<file path="config.mk">
export PLATFORM = sky130hd
export DESIGN_NAME = ppu_scroll_address_registers_unit
export DESIGN_NICKNAME = d
export VERILOG_FILES = /design/src/hdl/ppusar_pkg.sv /design/src/hdl/ppusar_in_stage.sv /design/src/hdl/ppusar_update.sv /design/src/hdl/ppu_scroll_address_registers_unit.sv
export SDC_FILE = /design/constraint.sdc
export NUM_CORES = 1
export LEC_CHECK = 0
export BUFFER_PORTS_ARGS = -buffer_cell sky130_fd_sc_hd__buf_2
export CELL_PAD_IN_SITES_DETAIL_PLACEMENT = 2
export CELL_PAD_IN_SITES_GLOBAL_PLACEMENT = 2
export CORE_ASPECT_RATIO = 1.5
export CORE_MARGIN = 5
export CORE_UTILIZATION = 39
export DETAILED_ROUTE_END_ITERATION = 12
export GPL_TIMING_DRIVEN = 0
export PLACE_DENSITY_LB_ADDON = 0.12
export SYNTH_ARGS = -nofsm -noshare
export SYNTH_HDL_FRONTEND = slang
export SYNTH_HIERARCHICAL = 1
export SYNTH_SLANG_ARGS = --single-unit
</file>
<file path="constraint.sdc">
create_clock -name aclk -period 12.08 [get_ports aclk]
set_input_delay 2.416 -clock aclk [delete_from_list [all_inputs] [get_ports aclk]]
set_output_delay 2.416 -clock aclk [all_outputs]
set_load 0.03 [all_outputs]
</file>
<file path="src/hdl/ppusar_pkg.sv">
// shared types, command codes and address masks for the scroll address register unit
package ppusar_pkg;

    // command codes
    localparam logic [3:0] CMD_CTRL_WR   = 4'd0;
    localparam logic [3:0] CMD_MASK_WR   = 4'd1;
    localparam logic [3:0] CMD_SCROLL_WR = 4'd2;
    localparam logic [3:0] CMD_ADDR_WR   = 4'd3;
    localparam logic [3:0] CMD_DATA_STEP = 4'd4;
    localparam logic [3:0] CMD_STATUS_RD = 4'd5;
    localparam logic [3:0] CMD_COARSE_X  = 4'd6;
    localparam logic [3:0] CMD_LINE_END  = 4'd7;
    localparam logic [3:0] CMD_PRERENDER = 4'd8;

    // address masks and steps
    localparam logic [15:0] COARSE_X_WRAP  = 16'h041F;
    localparam logic [15:0] HORIZ_BITS     = 16'h041F;
    localparam logic [15:0] LINE_KEEP      = 16'h7BE0;
    localparam logic [15:0] LOW_TWELVE     = 16'h0FFF;
    localparam logic [15:0] ROW_WRAP_FLIP  = 16'h0BA0;
    localparam logic [15:0] ROW_CLEAR_FLIP = 16'h03E0;
    localparam logic [15:0] FINE_Y_ONE     = 16'h1000;
    localparam logic [15:0] COARSE_Y_ONE   = 16'h0020;
    localparam logic [15:0] ROW_STEP       = 16'h0020;
    localparam logic [4:0]  ROW_LAST       = 5'd29;
    localparam logic [4:0]  ROW_MAX        = 5'd31;
    localparam logic [2:0]  FINE_Y_MAX     = 3'd7;

    localparam int IN_DATA_W  = 16;
    localparam int OUT_DATA_W = 40;

    typedef struct packed {
        logic [3:0] cmd;
        logic [7:0] value;
    } ppusar_item_t;

    typedef struct packed {
        logic [15:0] vram_address;
        logic [14:0] latch_address;
        logic [2:0]  fine_x;
        logic        second_write;
        logic        step_by_row;
        logic        background_on;
        logic        sprites_on;
    } ppusar_regs_t;

endpackage

</file>
<file path="src/hdl/ppusar_in_stage.sv">
// input register stage holding one accepted command
module ppusar_in_stage
    import ppusar_pkg::*;
(
    input  logic                  aclk,
    input  logic                  aresetn,
    input  logic                  s_tvalid,
    output logic                  s_tready,
    input  logic [IN_DATA_W-1:0]  s_tdata,
    input  logic                  advance,
    output logic                  item_valid,
    output ppusar_item_t          item
);

    logic         valid_reg;
    logic         valid_next;
    ppusar_item_t item_reg;

    // room when empty or when the held command leaves this cycle
    assign s_tready   = !valid_reg || advance;
    assign valid_next = s_tready ? s_tvalid : valid_reg;

    always_ff @(posedge aclk) begin
        if (!aresetn) begin
            valid_reg <= 1'b0;
        end else begin
            valid_reg <= valid_next;
        end
    end

    always_ff @(posedge aclk) begin
        if (s_tready && s_tvalid) begin
            item_reg.cmd   <= s_tdata[3:0];
            item_reg.value <= s_tdata[11:4];
        end
    end

    assign item_valid = valid_reg;
    assign item       = item_reg;

endmodule

</file>
<file path="src/hdl/ppusar_update.sv">
// next register state for one command
module ppusar_update
    import ppusar_pkg::*;
(
    input  ppusar_item_t item,
    input  ppusar_regs_t regs,
    output ppusar_regs_t regs_next
);

    function automatic logic [15:0] coarse_step(input logic [15:0] a);
        if (a[4:0] == 5'h1F) begin
            return a ^ COARSE_X_WRAP;
        end
        return a + 16'd1;
    endfunction

    logic [15:0] x_once;
    logic [15:0] x_twice;
    logic [15:0] y_stepped;
    logic [15:0] y_base;
    logic [15:0] line_addr;
    logic [15:0] latch_wide;
    logic        render_on;

    assign latch_wide = {1'b0, regs.latch_address};
    assign render_on  = regs.background_on || regs.sprites_on;
    assign x_once     = coarse_step(regs.vram_address);
    assign x_twice    = coarse_step(x_once);
    assign y_base     = x_twice & LOW_TWELVE;

    // fine y, then coarse y with the attribute-row wrap
    always_comb begin
        if (x_twice[14:12] == FINE_Y_MAX) begin
            if (x_twice[9:5] == ROW_LAST) begin
                y_stepped = y_base ^ ROW_WRAP_FLIP;
            end else if (x_twice[9:5] == ROW_MAX) begin
                y_stepped = y_base ^ ROW_CLEAR_FLIP;
            end else begin
                y_stepped = y_base + ROW_STEP;
            end
        end else begin
            y_stepped = x_twice + FINE_Y_ONE;
        end
    end

    assign line_addr = render_on ? ((y_stepped & LINE_KEEP) | (latch_wide & HORIZ_BITS))
                                 : x_twice;

    always_comb begin
        regs_next = regs;
        unique case (item.cmd)
            CMD_CTRL_WR: begin
                regs_next.latch_address[11:10] = item.value[1:0];
                regs_next.step_by_row          = item.value[2];
            end
            CMD_MASK_WR: begin
                regs_next.background_on = item.value[3];
                regs_next.sprites_on    = item.value[4];
            end
            CMD_SCROLL_WR: begin
                if (!regs.second_write) begin
                    regs_next.latch_address[4:0] = item.value[7:3];
                    regs_next.fine_x             = item.value[2:0];
                end else begin
                    regs_next.latch_address[9:5]   = item.value[7:3];
                    regs_next.latch_address[14:12] = item.value[2:0];
                end
                regs_next.second_write = !regs.second_write;
            end
            CMD_ADDR_WR: begin
                if (!regs.second_write) begin
                    regs_next.latch_address[13:8] = item.value[5:0];
                    regs_next.latch_address[14]   = 1'b0;
                end else begin
                    regs_next.latch_address[7:0] = item.value;
                    regs_next.vram_address = {1'b0, regs.latch_address[14:8], item.value};
                end
                regs_next.second_write = !regs.second_write;
            end
            CMD_DATA_STEP: begin
                regs_next.vram_address = regs.vram_address
                                       + (regs.step_by_row ? COARSE_Y_ONE : 16'd1);
            end
            CMD_STATUS_RD: begin
                regs_next.second_write = 1'b0;
            end
            CMD_COARSE_X: begin
                regs_next.vram_address = x_once;
            end
            CMD_LINE_END: begin
                regs_next.vram_address = line_addr;
            end
            CMD_PRERENDER: begin
                if (render_on) begin
                    regs_next.vram_address = latch_wide;
                end
            end
            default: begin
                regs_next = regs;
            end
        endcase
    end

endmodule

</file>
<file path="src/hdl/ppu_scroll_address_registers_unit.sv">
// top level of the scroll and video address register unit
//
// one command enters on the s_ channel, one result leaves on the m_ channel
// per command, in order. s_tdata carries the command code and the written
// byte; m_tdata carries the address, latch, fine x and write toggle as they
// stand after the command.
//
// a command is captured in an input register, then the register update is
// worked out in one pass of logic and lands in the state and the output
// register together. m_tvalid rises once the command has passed through
// the input register and then the output register.
// throughput is one command per cycle while m_tready holds: the input stage
// takes a new transfer while the output register is full as long as that
// result is taken in the same cycle.
//
// when the receiver stalls, the result holds on m_tdata, the input register
// fills, and s_tready drops until m_tready returns.
//
// a synchronous low aresetn empties both stages and clears the register state:
// address, latch, fine x, toggle, step size and render enables.
module ppu_scroll_address_registers_unit
    import ppusar_pkg::*;
(
    input  logic                   aclk,
    input  logic                   aresetn,
    input  logic                   s_tvalid,
    output logic                   s_tready,
    input  logic [IN_DATA_W-1:0]   s_tdata,   // cmd[3:0], value[11:4], zero pad
    output logic                   m_tvalid,
    input  logic                   m_tready,
    output logic [OUT_DATA_W-1:0]  m_tdata    // vram_address[15:0], latch_address[30:16],
                                              // fine_x[33:31], second_write[34], zero pad
);

    logic          item_valid;
    ppusar_item_t  item;
    logic          advance;
    logic          fire;

    ppusar_regs_t  regs_reg;
    ppusar_regs_t  regs_next;
    ppusar_regs_t  upd;

    logic          out_valid_reg;
    logic          out_valid_next;
    logic [OUT_DATA_W-1:0] out_data_reg;
    logic [OUT_DATA_W-1:0] out_data_next;

    // output register frees when empty or when its result is taken
    assign advance = !out_valid_reg || m_tready;
    // command moves from input register into state and result
    assign fire    = item_valid && advance;

    ppusar_in_stage u_in_stage (
        .aclk       (aclk),
        .aresetn    (aresetn),
        .s_tvalid   (s_tvalid),
        .s_tready   (s_tready),
        .s_tdata    (s_tdata),
        .advance    (advance),
        .item_valid (item_valid),
        .item       (item)
    );

    ppusar_update u_update (
        .item      (item),
        .regs      (regs_reg),
        .regs_next (upd)
    );

    // state only moves with a result, so the held result always mirrors it
    assign regs_next      = fire ? upd : regs_reg;
    assign out_valid_next = advance ? item_valid : out_valid_reg;
    assign out_data_next  = {5'd0, upd.second_write, upd.fine_x,
                             upd.latch_address, upd.vram_address};

    always_ff @(posedge aclk) begin
        if (!aresetn) begin
            regs_reg      <= '0;
            out_valid_reg <= 1'b0;
        end else begin
            regs_reg      <= regs_next;
            out_valid_reg <= out_valid_next;
        end
    end

    // result payload, no reset needed
    always_ff @(posedge aclk) begin
        if (fire) begin
            out_data_reg <= out_data_next;
        end
    end

    assign m_tvalid = out_valid_reg;
    assign m_tdata  = out_data_reg;

    // reset empties the output stage
    a_reset_empty: assert property (@(posedge aclk) !aresetn |=> !m_tvalid)
        else $error("result valid right after reset");

    // a waiting result always matches the live register state
    a_result_mirrors_state: assert property (@(posedge aclk) disable iff (!aresetn)
        m_tvalid |-> (m_tdata[15:0] == regs_reg.vram_address
                      && m_tdata[30:16] == regs_reg.latch_address
                      && m_tdata[33:31] == regs_reg.fine_x
                      && m_tdata[34] == regs_reg.second_write))
        else $error("result does not match register state");

    // full input stage behind a stalled result blocks new transfers
    a_stall_backpressure: assert property (@(posedge aclk) disable iff (!aresetn)
        (item_valid && m_tvalid && !m_tready) |-> !s_tready)
        else $error("input accepted while both stages are full");

    // state holds while no command is applied
    a_state_quiet: assert property (@(posedge aclk) disable iff (!aresetn)
        !fire |=> $stable(regs_reg))
        else $error("register state changed without a command");

endmodule
</file>
---- After elaboration in Yosys (flattened, before gate mapping) ----
Index checks and enable logic that the tools add are counted.
storage, ports and cells
  logic and storage cells ................. 71
  flip-flop bits (word level) ............. 87
  input bits .............................. 20
operators by class
  eq/ne operators ......................... 13
  reduce and logical (&&, ||, !) cells .... 12
  muxes and demuxes ....................... 24
  add/subtract/negate cells ............... 5
  bitwise operators ....................... 5
operators by type and width
  cell                                                                   number
  16-bit 2-to-1 mux                                                      7
  16-bit one-hot mux with 5 select lines                                 1
  16-bit by 1-bit adder with 16-bit output, second input constant        2
  15-bit 2-to-1 mux                                                      2
  5-bit equality test, second input constant                             4
  10-bit one-hot mux with 2 select lines                                 1
  16-bit adder                                                           1
  4-bit by 3-bit equality test with 1-bit output, second input constant  4
  8-bit 2-to-1 mux                                                       2
  15-bit by 13-bit adder with 15-bit output, second input constant       1
  15-bit by 11-bit bitwise OR with 15-bit output                         1
  12-bit by 6-bit adder with 13-bit output, second input constant        1
  13-bit 2-to-1 mux                                                      1
  6-bit inverter                                                         2
  5-bit inverter                                                         2
  4-bit by 2-bit equality test with 1-bit output, second input constant  2
  7-bit 2-to-1 mux                                                       1
  3-bit 2-to-1 mux                                                       2
  6-bit 2-to-1 mux                                                       1
  3-bit one-hot mux with 2 select lines                                  1
  5-bit 2-to-1 mux                                                       1
  4-bit by 1-bit equality test with 1-bit output, second input constant  1
  4-bit equality test, second input constant                             1
  4-bit zero test                                                        1
  9 further kinds                                                        16

---- Logic depth before layout (Yosys ltp) ----
Gate-level depths: netlist of the first run.
  word-level depth ........................ 13
  mapped depth ............................ 23

---- Cells and area by module ----
Netlist of the first run, hierarchy kept.
modules (own cells, without submodules)
  module                             sequential area each (um^2)  area an instance (um^2)  cells an instance  times used
  ppusar_update                      0.0                          2824.0                   448                1
  ppu_scroll_address_registers_unit  1831.8                       2652.5                   212                1
  ppusar_in_stage                    380.4                        417.9                    17                 1

---- Least setup slack after synthesis of the first run ----
No wires, ideal clock.
  kind .................................... input -> output
  start point ............................. input port m_tready
  end point ............................... output port s_tready
  required time ........................... 9.664 ns
  setup slack ............................. 6.930 ns
  path buffers ............................ 0
  cell stages on the path ................. 2
  data arrival time ....................... 2.734 ns
  cells stage by stage .................... nand2b_4 nand2b_4
between the ends
  cells in the longest elaborated chain, start to end .. 2
ends and longest elaborated chain
  element             line                                     RTL
  start: declaration  ppu_scroll_address_registers_unit.sv:30  input logic m_tready,
  1-bit logical OR    ppu_scroll_address_registers_unit.sv:50  assign advance = !out_valid_reg || m_tready;
  1-bit logical OR    ppusar_in_stage.sv:20                    assign s_tready = !valid_reg || advance;
  end: declaration    ppu_scroll_address_registers_unit.sv:27  output logic s_tready,
Every way passes these cells.

==> flow_summary_export.csv, run 1 <==
group,metric,value,unit
status,outcome,"finished, final reports clean",
sta,finClkSkew,0.007096,ns
job,maxCapViolCount,0,
clocking,cts-htree-levels,3,
clocking,cts.sinks,87,
sta,tns,0,ns
cells_and_area,drive_gt1_share,14.02,%
synth,yosysUniqueCellTypes,74,
cells_and_area,final_cells,948,
sta,setup_viol,0,
cells_and_area,syn_to_final_growth,14.43,%
die,rows,55,
cells_and_area,largest_reg_flops,38,
pwr,p_leak,2.428,nW
synth,postSynthCellCount,677,
cells_and_area,antenna_cells,0,
worst_setup_path,end_kind,"register",
pwr,ir_drop,0.00007581,V
synth,ys_ff_latch,87,
die,core_area,15000,sq um
cells_and_area,final_core_util,44.96,%
sta,hold_slack,0.4801,ns
sta,maxSlewHeadroom,19.43,%
cells_and_area,design_area,6745,sq um
clocking,clk_pin_slew,0.07,ns
detailed_routing,post_drt_wl_per_cell,24.54,um
worst_setup_path,cp_cell_sequence,"buf_2 > clkbuf_1 > and3_1 > ha_1 > clkbuf_1 > o22ai_1 > and2_1 > ha_1 > or3_1 > a21o_1 > o31ai_4 > nand3_1 > xnor2_1 > ha_1 > or3b_2 > mux2i_1 > o2111ai_1 > mux2_2 > nor2_1 > nand2_1 > mux2i_1",
worst_setup_path,crit_path_frequent_cell,"ha_1",
global_route,grt_pass1_vias,6231,
worst_setup_path,required,12.36,ns
detailed_routing,drtAntennaViolNets,0,
sta,rsz0062_at_grt,"no",
global_route,grt-ovfl-total,0,
sta,worst_slew_pin_slew,1.199,ns
sta,period_needed,5.883,ns
clocking,cts_tree,"yes",
sta,finalWorstSetupSlack,6.197,ns
clocking,cts-root-buf,"clkbuf_16",
clocking,postCtsSetupBuffers,0,
sta,maxSlewViolCount,0,
synth,synth_top_area_share,23.94,%
clocking,cts_buffer_depth,2,
global_route,grt_max_degree,45,
worst_setup_path,slowest_delay,0.48,ns
die,initial_core_util,39.29,%
pwr,power.density,109.9,nW/um^2
synth,synth_area,5894,sq um
place,dp_slack,6.277,ns
global_route,grt_pass1_wl,36080,um
synth,synth_ff_type,"edfxtp_1",
cells_and_area,nNetsFinal,776,
place,dp_cells,932,
die,die_y,160.6,um
clocking,cts_hold_buf,0,
synth,async_flop_share,0,%
detailed_routing,drt_iter0_drc,340,
die,io_pins,62,
synth,synth_edf_count,47,
synth,yosysWarnings,6,
place,port_buffers,52,
place,dpl-instance-area,6424,sq um
clocking,numCtsBuffers,9,
worst_hold_path,hold_class,"reg -> reg",
clocking,cts_resized,0,
synth,syn-mean-instance-area,8.707,sq um
detailed_routing,dr.pass1.iters,6,
die,die_w,110.4,um
worst_setup_path,cp_max_fo,10,
sta,fmax,170.0,MHz
place,hpwl,17850,um
pwr,power,741.3,uW
synth,yosysTopAreaCell,"edfxtp_1",
detailed_routing,wl,23270,um
sta,hold_viol,0,
worst_setup_path,arrival,6.16,ns
worst_setup_path,cp_slowest_cell,"or3_1",
cells_and_area,final_common_cell,"nand2_1",
die,fp.dieArea,17720,sq um
worst_setup_path,ff2ff_setup_slack,6.20,ns
sta,post-route-period-util,48.70,%
place,gp_congestion,0.9502,
detailed_routing,num_vias,5714,
worst_setup_path,start_kind,"register",
clocking,insertion_delay,0.35,ns
global_route,antenna_found_initial,0,
cells_and_area,layout_common_cells,"122 x nand2_1, 59 x buf_2, 47 x edfxtp_1, 47 x a21oi_1, 46 x mux2i_1",
detailed_routing,drc,0,
global_route,track_usage,27.09,%
synth,synth.area.top_cells,"edfxtp_1 24%, dfxtp_1 14%, mux2i_1 7.8%",
detailed_routing,avgViaCountPerCell,6.027,
worst_setup_path,path_class,"reg -> reg",
synth,seq_area_frac_synth,37.53,%
-- final timing paths --
path                     start      endpoint  cells past startpoint
hold / removal    regs_reg[13]  regs_reg[13]                      2
hold reg to reg   regs_reg[13]  regs_reg[13]                      2
setup / recovery  regs_reg[24]  regs_reg[33]                     21
setup reg to reg  regs_reg[24]  regs_reg[33]                     21
-- worst max-delay path, delay by kind of cell, from the launching register on --
| kind | cells | cell delay, ns |
|---|---|---|
| adder cells (fa/ha/maj) | 3 | 0.79 |
| AO/OA/AOI/OAI | 4 | 0.94 |
| XOR/XNOR | 1 | 0.21 |
| AND/OR/NAND/NOR | 7 | 1.79 |
| buffers and inverters | 3 | 1.06 |
| flip-flops | 1 | 0.35 |
| multiplexers | 3 | 0.64 |
-- cell type report --
| type | instances | area (sq um) |
|---|---|---|
| Clock inverter | 6 | 92.59 |
| Timing Repair Buffer | 52 | 260.3 |
| Buffer | 46 | 230.2 |
| Clock buffer | 10 | 229.0 |
| Inverter | 14 | 52.55 |
| Fill cell | 1769 | 8257 |
| Tap cell | 199 | 249.0 |
| Sequential cell | 87 | 2212 |
| Multi-Input combinational cell | 534 | 3420 |
-- synthesized netlist by cell type, types with 3 or more instances --
cell	instances
nand2b_1	8
o32a_1	4
o211ai_1	5
dfxtp_1	40
o21ai_0	33
a221o_1	3
and3_1	9
or3_1	6
nor2_1	43
o22a_1	6
a221oi_1	10
buf_4	5
xnor2_1	20
nor4_1	3
o22ai_1	22
buf_2	7
ha_1	12
nor2b_1	9
inv_1	13
and2_1	8
nand2_1	122
xor2_1	11
a21oi_1	47
o2111ai_1	3
edfxtp_1	47
buf_6	4
a31oi_1	7
mux2_2	6
clkbuf_1	29
nand3b_1	6
nand4_1	4
nor3_1	9
mux2i_1	46
nand3_1	17
a22oi_1	4
-- per-layer routing --
| metal | GRT usage, % | routed length (um) | up-vias |
|---|---|---|---|
| met3 | 4.423 | 951 | 71 |
| met4 | 13.56 | 1137 | 0 |
| met2 | 48.84 | 12550 | 179 |
| met1 | 29.85 | 8629 | 2860 |
| met5 | 0 | 0 | - |
| li1 | - | - | 2604 |
-- power breakdown --
part	switching [mW]	leakage, nW	internal (mW)	total, mW
logic	0.0658	1.50	0.0300	0.0958
registers	0.00966	0.776	0.323	0.333
clock network	0.129	0.150	0.183	0.313
-- cell families after synthesis --
logic type	share of synthesized area (%)
AOI/OAI and AO/OA	19.40
xor gates and xnor gates	5.073
adders and majority gates	2.547
buffers and inverters	4.797
DFF	37.53
muxes	8.958
other	0.06362
and+or+nand+nor	21.63
(Power assumes the default switching activity.)
==> run 2: changes to the inputs <==
Settings changed: ABC_AREA set to 1, CORE_UTILIZATION 39 to 34.
Clock period 12.08 ns to 5.9 ns, I/O delays scaled along.
==> run 2 against run 1 <==
Global-route usage decreased by 2.8 points. Die area rose by 21%. Synthesized cell count increased by 30%. Non-clock buffer count decreased by 2. Sequential power up 120%. Critical path type unchanged. Critical endpoint is now regs_reg[27]. Largest cell class unchanged.
==> flow_summary_export.csv, run 2 <==
group,metric,value,unit
sta,post-route-period-util,91.46,%
sta,worst_slew_pin_slew,1.166,ns
sta,fmax,185.3,MHz
cells_and_area,largest_reg_flops,38,
place,hpwl,20850,um
synth,yosysTopAreaCell,"edfxtp_1",
pwr,pwr-share-comb,22.1,%
synth,yosys-top-cells-count,"179 x nand2_1, 124 x inv_1, 106 x nor2_1",
detailed_routing,post_drt_wl_per_cell,21.25,um
clocking,cts_resized,0,
sta,rsz0062_at_grt,"no",
clocking,cts_tree,"yes",
synth,synth.area.top_cells,"edfxtp_1 22%, dfxtp_1 13%, nand2_1 11%",
pwr,p_int,1.081,mW
synth,synth_edf_count,47,
global_route,track_usage,24.33,%
cells_and_area,final_cells,1208,
pwr,switchingPower,558.4,uW
synth,ys_ff_latch,87,
sta,maxSlewHeadroom,22.24,%
global_route,antenna_found_initial,0,
clocking,cts_buffer_depth,2,
synth,yosysUniqueCellTypes,52,
synth,synth_ff_type,"edfxtp_1",
cells_and_area,final_common_cell,"nand2_1",
global_route,grt_pass1_wl,39190,um
synth,async_flop_share,0,%
pwr,power,1.640,mW
synth,synth_area,6286,sq um
die,die_y,176.5,um
pwr,power.density,228.1,nW/um^2
clocking,cts_hold_buf,0,
die,core_area,18390,sq um
detailed_routing,drtAntennaViolNets,0,
worst_setup_path,start_kind,"register",
die,io_pins,62,
clocking,cts-htree-levels,3,
worst_setup_path,cp_max_fo,9,
worst_setup_path,arrival,5.64,ns
synth,yosysWarnings,6,
sta,setup_viol,0,
sta,period_needed,5.396,ns
cells_and_area,layout_common_cells,"179 x nand2_1, 124 x inv_1, 106 x nor2_1",
global_route,grt-ovfl-total,0,
cells_and_area,syn_to_final_growth,14.37,%
cells_and_area,antenna_cells,0,
worst_setup_path,slowest_delay,0.55,ns
worst_setup_path,end_kind,"register",
place,gp_congestion,0.9113,
synth,seq_area_frac_synth,35.19,%
sta,hold_viol,0,
pwr,swShare,34.05,%
clocking,cts.sinks,87,
detailed_routing,num_vias,6356,
die,initial_core_util,34.17,%
cells_and_area,nNetsFinal,983,
clocking,numCtsBuffers,9,
detailed_routing,avgViaCountPerCell,5.262,
detailed_routing,drt_iter0_drc,237,
clocking,insertion_delay,0.34,ns
worst_hold_path,hold_class,"reg -> reg",
place,port_buffers,52,
pwr,ir_drop,0.0001319,V
synth,syn-mean-instance-area,7.119,sq um
place,dp_cells,1192,
worst_setup_path,cp_slowest_cell,"dfxtp_1",
sta,tns,0,ns
clocking,postCtsSetupBuffers,0,
status,outcome,"finished, final reports clean",
detailed_routing,drc,0,
sta,finClkSkew,0.009446,ns
job,maxCapViolCount,0,
die,die_w,121.0,um
synth,postSynthCellCount,883,
cells_and_area,final_core_util,39.09,%
global_route,grt_pass1_vias,6820,
global_route,grt_max_degree,24,
detailed_routing,wl,25670,um
sta,maxSlewViolCount,0,
die,fp.dieArea,21360,sq um
worst_setup_path,path_class,"reg -> reg",
synth,synth.most_common_cell,"nand2_1",
worst_setup_path,required,6.14,ns
pwr,sequentialPowerShare,44.0,%
clocking,cts-root-buf,"clkbuf_16",
pwr,power.share.clock,33.9,%
cells_and_area,drive_gt1_share,17.57,%
clocking,clk_pin_slew,0.07,ns
pwr,p_leak,3.049,nW
die,rows,61,
synth,synth_top_area_share,22.45,%
detailed_routing,dr.pass1.iters,4,
## run 2: cell count changes in the layout (fill, tap and decap cells not counted), moves of 12 or more
cell,before,now
inv_1,13,124
a21oi_2,0,22
nand2_2,0,12
xnor2_1,20,1
o22ai_1,22,6
nand2_1,122,179
nor2_1,43,106
nand3_1,17,83
mux2i_1,46,0
clkbuf_1,30,12
## run 2: critical path, delay by kind of cell (launching register included)
family | cells | cell delay (ns)
AOI/OAI and AO/OA | 2 | 0.32
xor gates and xnor gates | 1 | 0.14
and+or+nand+nor | 17 | 2.14
buffers and inverters | 6 | 0.80
DFF | 1 | 0.55
adders and majority gates | 5 | 1.34
## run 2: metal layers
| layer | GRT usage (%) | vias up | share of wire (%) |
|---|---|---|---|
| li1 | - | 3052 | - |
| met1 | 26.44 | 3135 | 38 |
| met2 | 46.00 | 113 | 55 |
| met3 | 2.372 | 56 | 2.1 |
| met4 | 12.33 | 0 | 5.0 |
| met5 | 0 | - | 0 |
## run 2: cell type report
cell class | instances | area [sq um]
multi-input combinational | 628 | 3349
sequential | 87 | 2213
tap | 252 | 315.3
inverter | 129 | 484.2
buffer | 43 | 266.5
fill | 2254 | 11200
clock buffer | 9 | 225.2
timing repair buffer | 53 | 280.3
clock inverter | 7 | 55.05
## run 2: metrics by stage
step | hold slack [ns] | setup slack (ns) | cell area [sq um]
floorplan | 0.4462 | 1.713 | 6301
global placement | 0.4561 | 0.5015 | 6877
detailed placement | 0.4726 | 0.4096 | 6908
CTS | 0.4915 | 0.3866 | 7188
global route | 0.5170 | 0.04009 | 7189
finish | 0.4829 | 0.5041 | 7189
## run 2: path summary, 6_finish.rpt
check	startpoint	endpoint	slack, ns	cells past startpoint
worst max-delay path	regs_reg[22]	regs_reg[27]	0.50	31
worst min-delay path	regs_reg[28]	regs_reg[28]	0.48	2
worst max register to register	regs_reg[22]	regs_reg[27]	0.50	31
worst min register to register	regs_reg[28]	regs_reg[28]	0.48	2
## run 2: logic make-up (layout without fill, tap and decap cells)
group           after synthesis  count (layout)  synth area share, %
simple gates                424             424                30.81
compound gates              175             175                17.58
buf+inv                     172             241                11.94
flops                        87              87                35.19
fa+ha+maj                    12              12                2.388
xor+xnor                     12              12                2.030
other cells                   1               5              0.05966
## run 2: power by group through the flow
stage	Sequential, mW	Clock, mW	Combinational [mW]
2_1_floorplan	0.753	0	0.213
3_3_place_gp	0.734	0	0.350
3_5_place_dp	0.735	0	0.361
4_1_cts	0.722	0.577	0.365
5_1_grt	0.727	0.601	0.396
6_report	0.722	0.555	0.363
